### config.mk
export PLATFORM = sky130hd
export DESIGN_NAME = csv_line_validator
export DESIGN_NICKNAME = d
export VERILOG_FILES = /design/src/sv/csvv_pkg.sv /design/src/sv/csvv_front.sv /design/src/sv/csvv_back.sv /design/src/sv/csv_line_validator.sv
export VERILOG_INCLUDE_DIRS = /design/src /design/src/sv
export SDC_FILE = /design/constraint.sdc
export NUM_CORES = 1
export LEC_CHECK = 0
export BUFFER_PORTS_ARGS = -buffer_cell sky130_fd_sc_hd__buf_2
export CORE_MARGIN = 4
export CORE_UTILIZATION = 42
export CTS_BUF_LIST = sky130_fd_sc_hd__clkbuf_16
export DETAILED_ROUTE_END_ITERATION = 10
export PLACE_DENSITY = 0.63
export REMOVE_ABC_BUFFERS = 1
export SLEW_MARGIN = 20
export SYNTH_ARGS = -nofsm -noshare
export SYNTH_HDL_FRONTEND = slang
export SYNTH_SLANG_ARGS = --single-unit
### constraint.sdc
create_clock -name clk -period 6.8 [get_ports clk]
set_clock_uncertainty 0.15 [all_clocks]
set_input_delay 1.02 -clock clk [delete_from_list [all_inputs] [get_ports clk]]
set_output_delay 1.02 -clock clk [all_outputs]
set_load 0.03 [all_outputs]
### src/sv/assert_macros.svh
// Assertion helpers for the CSV line validator RTL.
// Expects signals clk and rst_n (synchronous, active low) in scope.
`ifndef ASSERT_MACROS_SVH
`define ASSERT_MACROS_SVH

// Property checked at every rising clock edge while out of reset.
`define CSVV_ASSERT(label, prop, msg) \
  label: assert property (@(posedge clk) disable iff (!rst_n) (prop)) else $error(msg);

// Condition that must never be seen while out of reset.
`define CSVV_NEVER(label, cond, msg) \
  `CSVV_ASSERT(label, !(cond), msg)

`endif

### src/sv/csvv_pkg.sv
// Shared types and constants of the CSV line validator.
// No dependencies; imported by csvv_front, csvv_back and csv_line_validator.
package csvv_pkg;

  localparam int unsigned MAX_COLUMNS = 1024;
  localparam int unsigned MAX_LINES   = 1048576;

  localparam int unsigned CHAR_W = 16;
  localparam int unsigned COL_W  = 11;
  localparam int unsigned LINE_W = 21;

  localparam logic [CHAR_W-1:0] CH_QUOTE = 16'h0022;
  localparam logic [CHAR_W-1:0] CH_COMMA = 16'h002C;

  typedef enum logic [1:0] {
    OP_CHAR = 2'd0,
    OP_EOL  = 2'd1,
    OP_EOD  = 2'd2,
    OP_NONE = 2'd3
  } op_t;

  typedef enum logic [2:0] {
    K_CHAR       = 3'd0,
    K_CELL_END   = 3'd1,
    K_ROW_END    = 3'd2,
    K_VALID      = 3'd3,
    K_OPEN_QUOTE = 3'd4,
    K_MISMATCH   = 3'd5,
    K_TOO_MANY   = 3'd6
  } kind_t;

  // Classified request as held in the queue between front and back.
  typedef struct packed {
    op_t               op;
    logic              is_quote;
    logic              is_comma;
    logic [CHAR_W-1:0] ch;
  } item_t;

  // Handshake between queue and back end.
  typedef struct packed {
    logic  valid;
    item_t item;
  } q_head_t;

endpackage

### src/sv/csvv_front.sv
// Front end: accepts input requests, classifies them and queues them.
// Depends on csvv_pkg.
module csvv_front import csvv_pkg::*; (
  input  logic              clk,
  input  logic              rst_n,
  input  logic              in_valid,
  output logic              in_ready,
  input  logic [1:0]        in_op,
  input  logic [CHAR_W-1:0] in_ch,
  output q_head_t           head,
  input  logic              pop
);

  item_t       entry_r [2];
  logic        wr_ptr_r, wr_ptr_nxt;
  logic        rd_ptr_r, rd_ptr_nxt;
  logic [1:0]  count_r, count_nxt;
  logic        push;
  item_t       cls;

  always_comb begin
    cls.op       = op_t'(in_op);
    cls.is_quote = (in_ch == CH_QUOTE);
    cls.is_comma = (in_ch == CH_COMMA);
    cls.ch       = in_ch;
  end

  assign in_ready = (count_r != 2'd2);
  // unused opcode is consumed here and never reaches the back end
  assign push     = in_valid && in_ready && (cls.op != OP_NONE);

  assign head.valid = (count_r != 2'd0);
  assign head.item  = entry_r[rd_ptr_r];

  always_comb begin
    wr_ptr_nxt = push ? ~wr_ptr_r : wr_ptr_r;
    rd_ptr_nxt = pop  ? ~rd_ptr_r : rd_ptr_r;
    count_nxt  = count_r + {1'b0, push} - {1'b0, pop};
  end

  always_ff @(posedge clk) begin
    if (!rst_n) begin
      wr_ptr_r <= 1'b0;
      rd_ptr_r <= 1'b0;
      count_r  <= 2'd0;
    end else begin
      wr_ptr_r <= wr_ptr_nxt;
      rd_ptr_r <= rd_ptr_nxt;
      count_r  <= count_nxt;
    end
  end

  always_ff @(posedge clk) begin
    if (push) begin
      entry_r[wr_ptr_r] <= cls;
    end
  end

endmodule

### src/sv/csvv_back.sv
// Back end: parser state, row checks and the registered result stage.
// Depends on csvv_pkg and assert_macros.svh.
`include "assert_macros.svh"

module csvv_back import csvv_pkg::*; (
  input  logic              clk,
  input  logic              rst_n,
  input  q_head_t           head,
  output logic              pop,
  output logic              out_valid,
  input  logic              out_ready,
  output kind_t             out_kind,
  output logic [CHAR_W-1:0] out_ch,
  output logic [LINE_W-1:0] out_line,
  output logic [COL_W-1:0]  out_cols,
  output logic [COL_W-1:0]  out_exp
);

  logic              inq_r, inq_nxt;
  logic              qp_r, qp_nxt;
  logic [COL_W-1:0]  cols_r, cols_nxt;
  logic [COL_W-1:0]  exp_r, exp_nxt;
  logic              known_r, known_nxt;
  logic [LINE_W-1:0] line_r, line_nxt;
  logic              failed_r, failed_nxt;

  logic              ovalid_r, ovalid_nxt;
  kind_t             kind_r;
  logic [CHAR_W-1:0] ch_r;
  logic [LINE_W-1:0] oline_r;
  logic [COL_W-1:0]  ocols_r, oexp_r;

  logic              emit;
  kind_t             r_kind;
  logic [CHAR_W-1:0] r_ch;
  logic [LINE_W-1:0] r_line;
  logic [COL_W-1:0]  r_cols, r_exp;
  logic              eff_inq;
  logic [COL_W:0]    plus2;
  logic [COL_W-1:0]  plus1;
  item_t             it;

  assign it    = head.item;
  assign pop   = head.valid && (!ovalid_r || out_ready);
  // a pending quote that is not doubled closes quote mode first
  assign eff_inq = inq_r && !qp_r;
  assign plus1 = cols_r + COL_W'(1);
  assign plus2 = {1'b0, cols_r} + (COL_W+1)'(2);

  always_comb begin
    inq_nxt    = inq_r;
    qp_nxt     = qp_r;
    cols_nxt   = cols_r;
    exp_nxt    = exp_r;
    known_nxt  = known_r;
    line_nxt   = line_r;
    failed_nxt = failed_r;
    emit   = 1'b0;
    r_kind = K_CHAR;
    r_ch   = '0;
    r_line = line_r;
    r_cols = cols_r;
    r_exp  = known_r ? exp_r : '0;

    case (it.op)
      OP_CHAR: begin
        if (!failed_r) begin
          if (qp_r && it.is_quote) begin
            qp_nxt = 1'b0;
            emit   = 1'b1;
            r_ch   = CH_QUOTE;
          end else if (!qp_r && it.is_quote) begin
            if (inq_r) qp_nxt = 1'b1;
            else       inq_nxt = 1'b1;
          end else begin
            qp_nxt = 1'b0;
            if (qp_r) inq_nxt = 1'b0;
            emit = 1'b1;
            if (it.is_comma && !eff_inq) begin
              if (plus2 > (COL_W+1)'(MAX_COLUMNS)) begin
                failed_nxt = 1'b1;
                r_kind     = K_TOO_MANY;
                r_cols     = plus2[COL_W-1:0];
              end else begin
                cols_nxt = plus1;
                r_kind   = K_CELL_END;
                r_cols   = plus1;
              end
            end else begin
              r_ch = it.ch;
            end
          end
        end
      end
      OP_EOL: begin
        if (!failed_r) begin
          qp_nxt = 1'b0;
          if (qp_r) inq_nxt = 1'b0;
          emit = 1'b1;
          if (eff_inq) begin
            failed_nxt = 1'b1;
            r_kind     = K_OPEN_QUOTE;
          end else if (known_r && (plus1 != exp_r)) begin
            failed_nxt = 1'b1;
            r_kind     = K_MISMATCH;
            r_cols     = plus1;
          end else begin
            if (!known_r) begin
              known_nxt = 1'b1;
              exp_nxt   = plus1;
              r_exp     = plus1;
            end
            r_kind   = K_ROW_END;
            r_cols   = plus1;
            inq_nxt  = 1'b0;
            cols_nxt = '0;
            if (line_r < LINE_W'(MAX_LINES)) line_nxt = line_r + LINE_W'(1);
          end
        end
      end
      OP_EOD: begin
        emit       = !failed_r;
        r_kind     = K_VALID;
        r_line     = line_r - LINE_W'(1);
        r_cols     = '0;
        inq_nxt    = 1'b0;
        qp_nxt     = 1'b0;
        cols_nxt   = '0;
        exp_nxt    = '0;
        known_nxt  = 1'b0;
        line_nxt   = LINE_W'(1);
        failed_nxt = 1'b0;
      end
      default: begin
      end
    endcase
  end

  always_comb begin
    if (pop)            ovalid_nxt = emit;
    else if (out_ready) ovalid_nxt = 1'b0;
    else                ovalid_nxt = ovalid_r;
  end

  always_ff @(posedge clk) begin
    if (!rst_n) begin
      inq_r    <= 1'b0;
      qp_r     <= 1'b0;
      cols_r   <= '0;
      exp_r    <= '0;
      known_r  <= 1'b0;
      line_r   <= LINE_W'(1);
      failed_r <= 1'b0;
      ovalid_r <= 1'b0;
    end else begin
      ovalid_r <= ovalid_nxt;
      if (pop) begin
        inq_r    <= inq_nxt;
        qp_r     <= qp_nxt;
        cols_r   <= cols_nxt;
        exp_r    <= exp_nxt;
        known_r  <= known_nxt;
        line_r   <= line_nxt;
        failed_r <= failed_nxt;
      end
    end
  end

  always_ff @(posedge clk) begin
    if (pop && emit) begin
      kind_r  <= r_kind;
      ch_r    <= r_ch;
      oline_r <= r_line;
      ocols_r <= r_cols;
      oexp_r  <= r_exp;
    end
  end

  assign out_valid = ovalid_r;
  assign out_kind  = kind_r;
  assign out_ch    = ch_r;
  assign out_line  = oline_r;
  assign out_cols  = ocols_r;
  assign out_exp   = oexp_r;

  `CSVV_ASSERT(a_pending_in_quotes, qp_r |-> inq_r, "quote pending outside quote mode")
  `CSVV_NEVER(a_line_range, (line_r == '0) || (line_r > LINE_W'(MAX_LINES)), "line out of range")
  `CSVV_NEVER(a_cols_range, {1'b0, cols_r} >= (COL_W+1)'(MAX_COLUMNS), "column count overflow")
  `CSVV_ASSERT(a_expected_clear, !known_r |-> (exp_r == '0), "expected count set while unknown")
  `CSVV_ASSERT(a_doc_end_reset, (pop && (it.op == OP_EOD)) |=> (!failed_r && (line_r == LINE_W'(1))),
               "state not cleared at end of document")

endmodule

### src/sv/csv_line_validator.sv
// Top level of the CSV line validator: front end, queue and back end.
// Depends on csvv_pkg, csvv_front and csvv_back.
//
//  channel | dir | tdata                                   | tuser
//  in_     | in  | character[15:0]                         | operation[1:0]
//  out_    | out | cell_char, line_number, column_count,   | kind[2:0]
//          |     | expected_columns (64 bits, zero padded) |
//
// One request per cycle sustained while the output is not stalled; a result is registered
// at the edge that takes its request from the two-entry queue; requests never bypass the queue.
// The back end advances whenever the output register is empty or being taken, so a stalled
// output fills the queue and then drops in_tready.
// Synchronous active-low reset; no clearing pass, in_tready is high as soon as reset is released.
module csv_line_validator import csvv_pkg::*; (
  input  logic        clk,
  input  logic        rst_n,
  input  logic        in_tvalid,
  output logic        in_tready,
  input  logic [15:0] in_tdata,   // [15:0] character
  input  logic [1:0]  in_tuser,   // [1:0] operation
  output logic        out_tvalid,
  input  logic        out_tready,
  output logic [63:0] out_tdata,  // [15:0] cell_char, [36:16] line_number,
                                  // [47:37] column_count, [58:48] expected_columns
  output logic [2:0]  out_tuser   // [2:0] kind
);

  q_head_t           head;
  logic              pop;
  kind_t             kind;
  logic [CHAR_W-1:0] ch;
  logic [LINE_W-1:0] line;
  logic [COL_W-1:0]  cols, expc;

  csvv_front u_front (
    .clk      (clk),
    .rst_n    (rst_n),
    .in_valid (in_tvalid),
    .in_ready (in_tready),
    .in_op    (in_tuser),
    .in_ch    (in_tdata),
    .head     (head),
    .pop      (pop)
  );

  csvv_back u_back (
    .clk       (clk),
    .rst_n     (rst_n),
    .head      (head),
    .pop       (pop),
    .out_valid (out_tvalid),
    .out_ready (out_tready),
    .out_kind  (kind),
    .out_ch    (ch),
    .out_line  (line),
    .out_cols  (cols),
    .out_exp   (expc)
  );

  assign out_tuser = kind;
  assign out_tdata = {5'd0, expc, cols, line, ch};

endmodule
---- Word level (Yosys, flattened, before mapping) ----
Memories as Yosys holds them, arrays and structs flattened. A register that Yosys moved wholly into a read port is not among the register bits.
Cells that the tools add are included.
W data, S select, Z words.
cells by class
  bitwise operators ....................... 3
  multiplexer cells ....................... 84
  multipliers ............................. 0
  equal/unequal tests ..................... 18
  divide/modulo/power cells ............... 0
  $add $sub $neg .......................... 6
  reduce and logical (&&, ||, !) cells .... 28
  shift-type cells ........................ 0
  order comparisons ....................... 2
operators with widths
  cell                     count
  $mux W11                 25
  $mux W21                 5
  $pmux W11 S3             2
  $pmux W21 S2             1
  $mux W1                  33
  $eq A16 B6 Y1 const B    2
  $mux W3                  8
  $pmux W11 S2             1
  $add A21 B1 Y21 const B  1
  $lt A21 B21 Y1 const B   1
  $sub A21 B1 Y21 const B  1
  $ne A2 B2 Y1 const B     10
  $mux W6                  3
  $reduce_and A5 Y1        3
  $add A11 B2 Y12 const B  1
  $gt A12 B11 Y1 const B   1
  $pmux W1 S3              4
  $reduce_and A6 Y1        2
  $add A11 B1 Y11 const B  1
  $ne A11 B11 Y1           1
  $reduce_and A10 Y1       1
  $logic_and A1 B1 Y1      9
  $pmux W3 S3              1
  $reduce_bool A2 Y1       3
  other kinds (15)         21
storage, ports and cells
  bits in latches ......................... 0
  RAM bits ................................ 40
  input port bits ......................... 22
  bits in read-only memories .............. 0
  bits in registers ....................... 114
  memories ................................ 1
memory list
  memory           words  bits a word  rd ports  clocked after memory_dff  write ports  RTL line          text
  u_front.entry_r  2      20           1         1                         1            csvv_front.sv:14  item_t entry_r [2];

---- Longest topological paths before layout ----
  word-level depth ........................ 9
  depth in mapped cells ................... 12
  gate-level depth less buffers ........... 10

---- Hierarchy ----
Synthesis repeated with hierarchy kept, for this count alone.
unflattened totals
  cells, all modules ...................... 774
  area total of the unflattened synthesis .. 8034.0 µm²
modules (own cells, without submodules)
  module              seq. area each (µm²)  instances  cells each  area an instance (µm²)
  csvv_back           2822.7                1          670         6243.5
  csvv_front          1301.2                1          98          1749.2
  csv_line_validator  0.0                   1          6           41.3

---- Worst setup path before layout ----
Ideal clock, no wire load.
  path type ............................... register -> register
  start point ............................. register (tool-made name)
  end point ............................... register u_back.ch_r[0] (netlist: u_back.out_ch[0]) (enable)
  stages on the path, launching flop included .. 8
  path slack .............................. -0.223 ns
  library setup time ...................... 0.574 ns
  buffers on the path ..................... 2
  arrival time ............................ 6.299 ns
  required time ........................... 6.076 ns
  path through ............................ dfxtp_1 buf_2 mux2i_1 inv_1 ha_1 clkbuf_1 nor3_1 nor3b_1
RTL lines
  what                    RTL line          text
  end signal: assignment  csvv_back.sv:172  ch_r <= r_ch;
  end: declaration        csvv_back.sv:29   logic [CHAR_W-1:0] ch_r;

---- Final worst setup path ----
  start point ............................. register u_back.cols_r[0]
  end point ............................... register u_back.line_r[20]
on the way
  cells in the longest elaborated chain, start to end .. 5
RTL lines
  what                                RTL line          text
  start: declaration                  csvv_back.sv:21   logic [COL_W-1:0] cols_r, cols_nxt;
  start signal: assignment            csvv_back.sv:160  cols_r <= cols_nxt;
  $add A11 B1 Y11                     csvv_back.sv:47   assign plus1 = cols_r + COL_W'(1);
  $ne A11 B11 Y1                      csvv_back.sv:103  end else if (known_r && (plus1 != exp_r)) begin
  $logic_and A1 B1 Y1                 csvv_back.sv:103
  $ne A2 B2 Y1 (no source line)       --
  $reduce_and A6 Y1 (no source line)  --
  end signal: assignment              csvv_back.sv:163  line_r <= line_nxt;
  end: declaration                    csvv_back.sv:24   logic [LINE_W-1:0] line_r, line_nxt;
No other way between the ends.
A chain may end at the register's enable or synchronous reset.

==> results.tsv <==
metric	value	unit
status	finished clean	
Max H-tree Level	4	
Yosys reg bits	155	
I/O Buffers	85	
hold buffer count at CTS	0	
total CTS buffers	17	
CTS tree	yes	
combinational power share	0.348	
Post-Synthesis Cells	835	
ANT nets after route	0	
final net count	911	
final setup violation count	0	
routability cong.	0.959	
Critical-path top delay cell	nand4_1	
Tightest Hold Check Type	flip-flop to flip-flop	
asr flop ratio synth	0	
Final Cycle Share	0.699	
initial antenna violation count	0	
fin. max-slew vios	0	
Sink Count	155	
RSZ-0062 raised after global routing	false	
diode count	0	
Remaining DRCs	0	
P_sw	1.41	mW
Post-Place Setup Slack	2.15	ns
share of cells above drive strength 1	0.164	
starting density of the core	0.434	
Worst Setup Start Kind	flip-flop	
FF/Latch Area	4120	um^2
Reg power frac	0.373	
row count	50	
Die Wd	148	um
clock power share	0.279	
WL per Instance	16.8	um
WL final	19300	um
internal cell power	2.06	mW
Largest stage delay, worst path	0.84	ns
Tmin final	4.76	ns
via count	6447	
Final Worst Setup Slack	2.04	ns
Yosys Warn Count	0	
total power	3.47	mW
Fillers	1722	
clock-pin slew on the worst setup and hold paths	0.08	ns
crit-path max FO	23	
DR pass1 iterations	5	
first-pass GRT wire length	31700	um
Leak Pwr	3.33	nW
Overall Global Routing Usage	0.178	
CP required	6.99	ns
grt ovf	0	
Post-CTS Setup Bufs	0	
Least-Margin Pin Slew	1.08	ns
PwrDens	372	nW/um^2
Synth Flop Type	edfxtp_1	
Arr. time, crit path	4.94	ns
area of the die	21900	um^2
largest net degree at the start of global routing	47	
endpoints failing hold	0	
# resized after CTS	0	
area of the multi-input gates	3730	um^2
Vias/cell	5.61	
clock root cell	clkbuf_16	
maximum capacitance violations	0	
IR drop worst, VDD	0.236	mV
sw frac	0.407	
vias in the first global route	5928	
DIE HEIGHT	148	um
Design Area, Final	9330	um^2
Slew Limit Headroom	0.277	
CP Cell Sequence	ha_1 -> nand3_2 -> nor3_2 -> xnor3_1 -> o2111a_1 -> nand4_1 -> a21o_1 -> o41ai_1	
Mapped Area	8220	um^2
crit-path leading delay family	simple AND/OR/NAND/NOR gates	
Post-synth EDFFs	102	
sequential area share after synthesis	0.501	
Layout Utilization	0.492	
Area Growth Syn to Fin	13.5	%
critical setup path kind	flip-flop to flip-flop	
Core Footprint	19000	um^2
Synth Area per Inst	9.85	um^2
CP bufs+invs	0	
maximum buffer depth of the clock tree	2	
number of I/O pins	91	
crit path capture type	flip-flop	
Unique masters post-synth	77	
f_max	210	MHz
detailed placer's ending HPWL	12900	um
Placed Area	8710	um^2
hold_ws	0.371	ns
Worst-Skew Late Latency	0.44	ns
DRT iter0 DRCs	717	
[cells in the mapped netlist, types with 4 or more instances]
master	instances	area, um^2
a21boi_0	4	30.0
a21oi_1	51	255
a31oi_1	9	56.3
and2_1	7	43.8
and3_1	10	62.6
buf_1	4	15.0
buf_2	16	80.1
buf_4	11	82.6
clkbuf_1	41	154
dfxtp_1	53	1060
edfxtp_1	102	3060
ha_1	12	150
inv_1	16	60.1
mux2i_1	21	210
nand2_1	65	244
nand2b_1	11	68.8
nand3_1	27	135
nand3b_1	8	60.1
nand4_1	7	43.8
nand4b_1	4	35.0
nor2_1	88	330
nor2b_1	12	75.1
nor3_1	34	170
nor3b_1	5	37.5
nor4_1	10	62.6
o211ai_1	9	67.6
o21ai_0	31	155
o22ai_1	19	119
o311ai_0	8	70.1
o31ai_1	9	67.6
o41ai_1	5	43.8
or3_1	10	62.6
or4_1	10	75.1
xnor2_1	21	184
xor2_1	17	149
[through the flow]
stage                     instances  setup TNS [ns]
after global routing           1150               0
final                          1150               0
after global placement         1118               0
after floorplan                 767          -45.15
after CTS                      1150               0
after detailed placement       1118               0
[logic make-up (layout without fill, tap and decap cells)]
kind of cell / Yosys count / after routing / share of synthesized area
DFF: 155 / 155 / 0.501
AOI/OAI and AO/OA: 185 / 185 / 0.149
muxes: 24 / 24 / 0.0297
and+or+nand+nor: 329 / 329 / 0.207
buffers and inverters: 89 / 140 / 0.0481
adders and majority gates: 12 / 12 / 0.0183
other: 1 / 5 / 0.000456
xor gates and xnor gates: 40 / 40 / 0.0459
[registers in the layout, indices dropped and copies added, names as in the netlist, named ones only]
register,count
u_front.wr_ptr_r,1
u_front.count_r,2
u_back.failed_r,1
u_back.inq_r,1
u_back.out_ch,16
u_front.rd_ptr_r,1
u_back.out_kind,3
u_back.out_line,21
u_back.out_cols,11
u_back.known_r,1
u_back.exp_r,11
u_front.entry_r,40
u_back.out_exp,11
u_back.line_r,21
u_back.qp_r,1
u_back.cols_r,11
u_back.out_valid,1
[layer usage]
metal  up-vias  wire, um  global-route usage
met2       238      8750               0.272
met1      3008      9080               0.254
met4         0       329              0.0619
met5         -         0                   0
li1       3171         -                   -
met3        30      1180              0.0337
[worst register-to-register path: cells and delay by family (launching register included)]
kind / cells / cell delay [ns]
AOI/OAI and AO/OA: 3 / 1.26
xor gates and xnor gates: 1 / 0.22
DFF: 1 / 0.79
adders and majority gates: 1 / 0.50
and+or+nand+nor: 3 / 1.72
[path summary, 6_finish.rpt]
kind	start	end	slack (ns)	depth (start not counted)
min reg2reg	u_front.rd_ptr_r	u_front.rd_ptr_r	0.37	2
max	u_back.cols_r[0]	u_back.line_r[20]	2.04	8
max reg2reg	u_back.cols_r[0]	u_back.line_r[20]	2.04	8
min	u_front.rd_ptr_r	u_front.rd_ptr_r	0.37	2
[cell type report]
type,instances,area share
flip-flops and latches,155,0.442
well taps,260,0.0349
multi-input cells,595,0.400
repair buffers,91,0.0504
inverters,17,0.00684
clock inverters,15,0.0201
clock buffers,17,0.0456
[power groups by stage]
stage	clock network, mW	registers (mW)	logic (mW)
2_1_floorplan	0	1.53	0.641
5_1_grt	1.03	1.32	1.31
6_report	0.968	1.30	1.21
3_5_place_dp	0	1.32	1.20
3_3_place_gp	0	1.32	1.20
4_1_cts	0.988	1.30	1.21
[layout by cell type (no fill, tap or decap), types with 16 or more instances in the layout]
master / count
mux2i_1: 21
a21oi_1: 51
inv_1: 16
xor2_1: 17
nand3_1: 27
nor3_1: 34
buf_2: 85
nor2_1: 88
dfxtp_1: 53
o21ai_0: 31
nand2_1: 65
clkbuf_16: 17
edfxtp_1: 102
o22ai_1: 19
xnor2_1: 21
Power figures use the tool's default switching activity.
